[src/sv/aim_fifo.sv]
// ----------------------------------------------------------------------------
// aim_fifo
// Small show-ahead FIFO built from registers.
// ----------------------------------------------------------------------------
module aim_fifo #(
    parameter int WIDTH = 8,
    parameter int DEPTH = 4
) (
    input  logic             aclk,
    input  logic             aresetn,
    input  logic             push,
    input  logic [WIDTH-1:0] push_data,
    input  logic             pop,
    output logic [WIDTH-1:0] head,
    output logic             empty,
    output logic             full
);
    localparam int PW = $clog2(DEPTH);
    localparam int CW = $clog2(DEPTH + 1);

    logic [WIDTH-1:0] store_reg [DEPTH];
    logic [PW-1:0]    wp_reg, rp_reg;
    logic [CW-1:0]    cnt_reg, cnt_next;

    assign empty = (cnt_reg == '0);
    assign full  = (cnt_reg == CW'(DEPTH));
    assign head  = store_reg[rp_reg];

    always_comb begin
        cnt_next = cnt_reg;
        if (push && !pop) begin
            cnt_next = cnt_reg + 1'b1;
        end else if (pop && !push) begin
            cnt_next = cnt_reg - 1'b1;
        end
    end

    always_ff @(posedge aclk) begin
        if (!aresetn) begin
            wp_reg  <= '0;
            rp_reg  <= '0;
            cnt_reg <= '0;
        end else begin
            if (push) begin
                wp_reg <= wp_reg + 1'b1;
            end
            if (pop) begin
                rp_reg <= rp_reg + 1'b1;
            end
            cnt_reg <= cnt_next;
        end
    end

    always_ff @(posedge aclk) begin
        if (push) begin
            store_reg[wp_reg] <= push_data;
        end
    end

endmodule

[config.mk]
export PLATFORM = sky130hd
export DESIGN_NAME = aim_fifo
export DESIGN_NICKNAME = d
export VERILOG_FILES = /design/src/sv/aim_fifo.sv
export SDC_FILE = /design/constraint.sdc
export NUM_CORES = 1
export LEC_CHECK = 0
export BUFFER_PORTS_ARGS = -buffer_cell sky130_fd_sc_hd__buf_2
export CAP_MARGIN = 40
export CORE_AREA = 5 5 59 61
export CTS_BUF_LIST = sky130_fd_sc_hd__clkbuf_4 sky130_fd_sc_hd__clkbuf_8
export DETAILED_ROUTE_END_ITERATION = 8
export DIE_AREA = 0 0 64 66
export PLACE_DENSITY = 0.81
export SLEW_MARGIN = 0
export SYNTH_ARGS = -nofsm -noshare
export SYNTH_HDL_FRONTEND = slang
export SYNTH_SLANG_ARGS = --single-unit
[constraint.sdc]
create_clock -name aclk -period 1.9 [get_ports aclk]
set_input_delay 0.19 -clock aclk [delete_from_list [all_inputs] [get_ports aclk]]
set_output_delay 0.19 -clock aclk [all_outputs]
set_load 0.05 [all_outputs]
==> impl_metrics.yaml, run 1 <==
synth:
  synth_area_sq_um: 1603
  syn_inst: 85
  synth_fp_nets: 103
  synth-seq-area-share_pct: 71.19
  synth_top_area_share_pct: 59.95
  yosysTopAreaCell: "edfxtp_1"
  synth.area.top_cells: "edfxtp_1, dfxtp_1, mux4_2"
  synth_cell_types: 19
  ys_ff_latch: 41
  syn_area_per_cell_sq_um: 18.86
  yosysWarnings: 0
critical_path:
  worstSetupStartpointType: "flip-flop"
  cp_max_fo: 4
  cp.arrival_ns: 1.61
  required_ns: 1.71
  path_class: "reg2out"
  endpoint_kind: "output pin"
  r2r_cells: 4
global_route:
  grt.total_usage_pct: 14.62
  grt_pass1_wl_um: 4347
  antenna_found_initial: 0
  grt_pass1_vias: 879
  grt_overflow: 0
  grt_start_max_net_pins: 13
outcome:
  outcome: "completed"
layout:
  layout_common_cells: "edfxtp_1, buf_2, and2_1"
  seqCellArea_sq_um: 1145
  multi_input_area_sq_um: 430.4
  n_antenna_cell: 0
  final_common_cell: "edfxtp_1"
  drive_gt1_share_pct: 34.21
  largest_reg_flops: 32
  area_growth_pct: 12.80
  num-nets-final: 131
  final.fill_count: 213
power:
  switchingPower_w: 0.0005221
  vdd_drop_max_v: 0.0005586
  p_seq_share_pct: 57.7
  p_int_w: 0.001315
  p_comb_share_pct: 18.6
  sw_frac_of_total_pct: 28.42
  power_frac_clock_pct: 23.6
  p_per_area_nw_per_um2: 1016
  p_leak_nw: 0.6693
clock_tree:
  cts_tree: "done"
  cts_hold_buf: 0
  cts_htree_levels: 2
  clk_latency_ns: 0.35
  root_buffer: "clkbuf_4"
  cts_made_buffers: 5
  clk_pin_slew_ns: 0.11
  clock_path_buffers: 2
  clkSinkCount: 41
placement:
  globalplace.congestion: 0.6506
  io_buffers: 21
  post-dp-hpwl_um: 1764
  dp_worst_setup_slack_ns: 0.2328
floorplan:
  dieArea_sq_um: 4224
  die_w_um: 64
  die_y_um: 66
  rows: 20
  core_sq_um: 2928
  pin_count: 22
  start_util_pct: 54.74
hold_path:
  hold_depth: 1
  min_path_type: "in2reg"
drt:
  via_count: 783
  drcViolationCount: 0
  via_per_inst: 5.327
  ant_nets: 0
  finalWirelength_um: 2529
  post_drt_wl_per_cell_um: 17.20
  drt-pass1-iter-count: 4
  drt_iter0_markers: 28
sta:
  hold_viol_final: 0
  post-route-min-period_ns: 1.795
  slew_headroom_pct: 70.48
  timing.fmax_ghz: 0.5571
  fin_skew_ns: 0.004658
  fin_crit_sh_pct: 94.48
  tightest_slew_ns: 0.4428
  rsz0062_at_grt: "false"
  drv_slew: 0
  setup_slack_ns: 0.1048
  fin_tns_setup_ns: 0
  setup_violations: 0
job:
  drv_cap: 0
-- synthesized netlist by cell type --
cell,count
edfxtp_1,32
and2_1,9
dfxtp_1,9
mux4_2,8
ha_1,5
inv_1,4
xor2_1,3
mux2i_1,2
nor2b_1,2
xnor2_1,2
a21boi_1,1
buf_6,1
clkbuf_2,1
fa_1,1
nand2_1,1
nor3_1,1
nor3b_1,1
o21ai_0,1
or3_1,1
-- layer usage --
layer | up-vias | routed length (um) | GRT usage, %
met5 | - | 0 | 0
met4 | 0 | 64 | 10.13
met3 | 8 | 125 | 4.252
met2 | 18 | 1240 | 23.87
met1 | 383 | 1098 | 16.34
li1 | 374 | - | -
-- cell type report --
cell class	count	area share [%]
clock inverters	1	0.2076
clock buffers	7	2.907
multi-input cells	38	23.81
flip-flops and latches	41	63.32
well taps	33	2.284
repair buffers	23	6.644
inverters	4	0.8305
-- through the flow --
| step | area [sq um] | instances | total power (W) | utilization [%] | hold slack (ns) |
|---|---|---|---|---|---|
| floorplan | 1603 | 85 | 0.001337 | - | 0.2889 |
| global placement | 1748 | 139 | 0.001413 | 59.70 | 0.4006 |
| detailed placement | 1748 | 139 | 0.001427 | 59.70 | 0.4107 |
| CTS | 1805 | 147 | 0.001859 | 61.67 | 0.03245 |
| global route | 1808 | 147 | 0.001931 | 61.75 | 0.03015 |
| finish | 1808 | 147 | 0.001837 | 61.75 | 0.04990 |
-- power groups by stage --
stage	logic [W]	clock network [W]	registers (W)
2_1_floorplan	0.000272	0	0.00106
3_3_place_gp	0.000335	0	0.00108
3_5_place_dp	0.000345	0	0.00108
4_1_cts	0.000348	0.000449	0.00106
5_1_grt	0.000368	0.000492	0.00107
6_report	0.000342	0.000434	0.00106
-- what timing repair did --
| action | 4_1_cts | 5_1_grt |
|---|---|---|
| buffers inserted | 0 | 0 |
| gates cloned | 0 | 0 |
| hold endpoints to repair | 0 | 0 |
| endpoints found under the setup margin | 6 | 1 |
| gates resized for setup | 1 | 1 |
-- critical path: stages, from the launching register on --
cell     delay [ns]
dfxtp_4        0.39
buf_4          0.14
mux4_2         0.50
buf_2          0.23
-- worst paths after layout --
kind	start	end	slack, ns
hold / removal	push_data[6]	store_reg[3][6]$_DFFE_PP_	0.05
hold reg to reg	cnt_reg[2]$_SDFFE_PN0P_	cnt_reg[2]$_SDFFE_PN0P_	0.56
setup reg to reg	cnt_reg[0]$_SDFFE_PN0P_	cnt_reg[2]$_SDFFE_PN0P_	0.41
setup / recovery	flip-flop	head[3]	0.10
-- cells by family after synthesis --
logic type	Yosys count	synth area share, %
adders and majority gates	6	5.152
xor gates and xnor gates	5	2.733
DFF	41	71.19
and+or+nand+nor	15	5.698
muxes	10	12.49
AOI/OAI and AO/OA	2	0.7805
buffers and inverters	6	1.951
Power figures use the tool's default switching activity.
==> run 2: changes to the inputs <==
- ABC_AREA: unset -> 1
- CORE_AREA: 5 5 59 61 -> 5 5 60 62
- DIE_AREA: 0 0 64 66 -> 0 0 65 67
- PLACE_DENSITY: 0.81 -> 0.8
==> impl_metrics.yaml, run 2 <==
global_route:
  antenna_found_initial: 0
  grt_pass1_vias: 1003
  grt_pass1_wl_um: 4360
  grt_start_max_net_pins: 17
  grt_overflow: 0
  grt.total_usage_pct: 14.21
clock_tree:
  cts_tree: "done"
  cts_htree_levels: 2
  clkSinkCount: 41
  root_buffer: "clkbuf_4"
  clk_pin_slew_ns: 0.12
  cts_made_buffers: 5
  clock_path_buffers: 2
  post_cts_buffers: 0
  clk_latency_ns: 0.35
synth:
  synth_cell_types: 18
  synth_fp_nets: 152
  synth_xor_area_share_pct: 0
  async_flop_share_pct: 0
  synth-adder-area-share_pct: 5.046
  synth_area_sq_um: 1637
  ys_top_cells_by_count: "edfxtp_1, nor2_1, o21ai_0"
  synth-edff-count: 32
  synth_top_family_by_area: "compound AO/OA/AOI/OAI gates"
  synth_most_common_cell: "edfxtp_1"
  syn_area_per_cell_sq_um: 12.21
  synth_mux_area_share_pct: 0
  synth-simple-area-share_pct: 8.486
  synth_ff_type: "edfxtp_1"
  synth_top_area_share_pct: 58.72
  synth-compound-area-share_pct: 11.47
  yosysWarnings: 0
  syn_inst: 134
  yosysTopAreaCell: "edfxtp_1"
  synth.area.top_cells: "edfxtp_1, dfxtp_1, o21ai_0"
  ys_ff_latch: 41
  synth-seq-area-share_pct: 69.72
layout:
  area_growth_pct: 13.07
  drive_gt1_share_pct: 22.22
  final_common_cell: "edfxtp_1"
  layout_common_cells: "edfxtp_1, buf_2, nor2_1"
  n_antenna_cell: 0
  fin_cells: 195
  num-nets-final: 179
  largest_reg_flops: 32
  fin_area_sq_um: 1851
critical_path:
  path_delay_family: "buffers and inverters"
  path_buf_inv: 2
  path_cells: "inv_2 > o21ai_0 > o22ai_1 > buf_2"
  endpoint_kind: "output pin"
  required_ns: 1.71
  r2r-start: "wp_reg[1]$_SDFFE_PN0P_"
  worstSetupStartpointType: "flip-flop"
  path_class: "reg2out"
  cp_max_fo: 9
  max_stage_delay_ns: 0.42
  cpMaxStageDelayCell: "dfxtp_1"
  cp.arrival_ns: 1.56
floorplan:
  die_y_um: 67
  dieArea_sq_um: 4355
  rows: 20
  pin_count: 22
  core_sq_um: 2978
  start_util_pct: 54.96
  die_w_um: 65
sta:
  timing.fmax_ghz: 0.5712
  slew_headroom_pct: 75.74
  drv_slew: 0
  rsz0062_at_grt: "false"
  fin_tns_setup_ns: 0
  fin_skew_ns: 0.008683
  fin_crit_sh_pct: 92.14
  post-route-min-period_ns: 1.751
  tightest_slew_ns: 0.3635
  setup_violations: 0
  hold_slack_ns: 0.04620
  hold_viol_final: 0
outcome:
  outcome: "completed"
drt:
  drcViolationCount: 0
  ant_nets: 0
  finalWirelength_um: 2681
  drt_iter0_markers: 50
  post_drt_wl_per_cell_um: 13.75
  via_per_inst: 5.221
  drt-pass1-iter-count: 4
  via_count: 1018
job:
  drv_cap: 0
placement:
  post-dp-hpwl_um: 1903
  dpl_cell_area_sq_um: 1768
  globalplace.congestion: 0.8011
  post-place-cells: 187
  io_buffers: 21
power:
  vdd_drop_max_v: 0.0004925
  p_per_area_nw_per_um2: 1017
  p_leak_nw: 0.7454
hold_path:
  min_path_type: "in2reg"
  min_from: "push_data[1]"
[run 2: cell type report]
cell class,count,area (sq um)
timing repair buffer,22,112.6
fill,230,1127
multi-input combinational,74,409.1
tap,33,41.29
clock inverter,3,41.29
inverter,17,66.31
sequential,41,1142
clock buffer,5,37.54
[run 2: repair_timing]
| item | 4_1_cts | 5_1_grt |
|---|---|---|
| setup endpoints to repair | 1 | 5 |
| hold endpoints to repair | 0 | 0 |
| hold buffers | 0 | 0 |
| resized for setup | 1 | 3 |
[run 2: power breakdown]
group | leakage [nW] | switching (W) | internal, W
logic | 0.338 | 0.000218 | 0.0000767
registers | 0.369 | 0.0000303 | 0.00101
clock network | 0.0389 | 0.000270 | 0.000272
[run 2: worst paths after layout]
check                                                 end  slack [ns]  cells past startpoint
worst min register to register     rp_reg[1]$_SDFFE_PN0P_        0.45                      1
worst max-delay path                              head[4]        0.15                      4
worst max register to register  store_reg[1][7]$_DFFE_PP_        0.65                      4
worst min-delay path            store_reg[0][1]$_DFFE_PP_        0.05                      1
[run 2: cells by family after synthesis]
logic type	after synthesis
fa+ha+maj	6
compound gates	34
flops	41
buf+inv	19
simple gates	34
[run 2: routing by layer]
| metal | track usage, % | routed length [um] | up-vias | part of all wire, % |
|---|---|---|---|---|
| met5 | 0 | 0 | - | 0 |
| met3 | 5.396 | 155 | 12 | 5.8 |
| li1 | - | - | 522 | - |
| met2 | 24.27 | 1358 | 25 | 51 |
| met4 | 10.29 | 109 | 0 | 4.1 |
| met1 | 14.05 | 1057 | 459 | 39 |
[run 2: metrics by stage]
stage | setup slack (ns) | utilization, % | power (W)
after global routing | 0.01804 | 62.14 | 0.001969
final | 0.1493 | 62.14 | 0.001882
after CTS | 0.02716 | 62.06 | 0.001895
after global placement | 0.4663 | 59.37 | 0.001346
after detailed placement | 0.3622 | 59.37 | 0.001360
after floorplan | 0.2812 | - | 0.001280
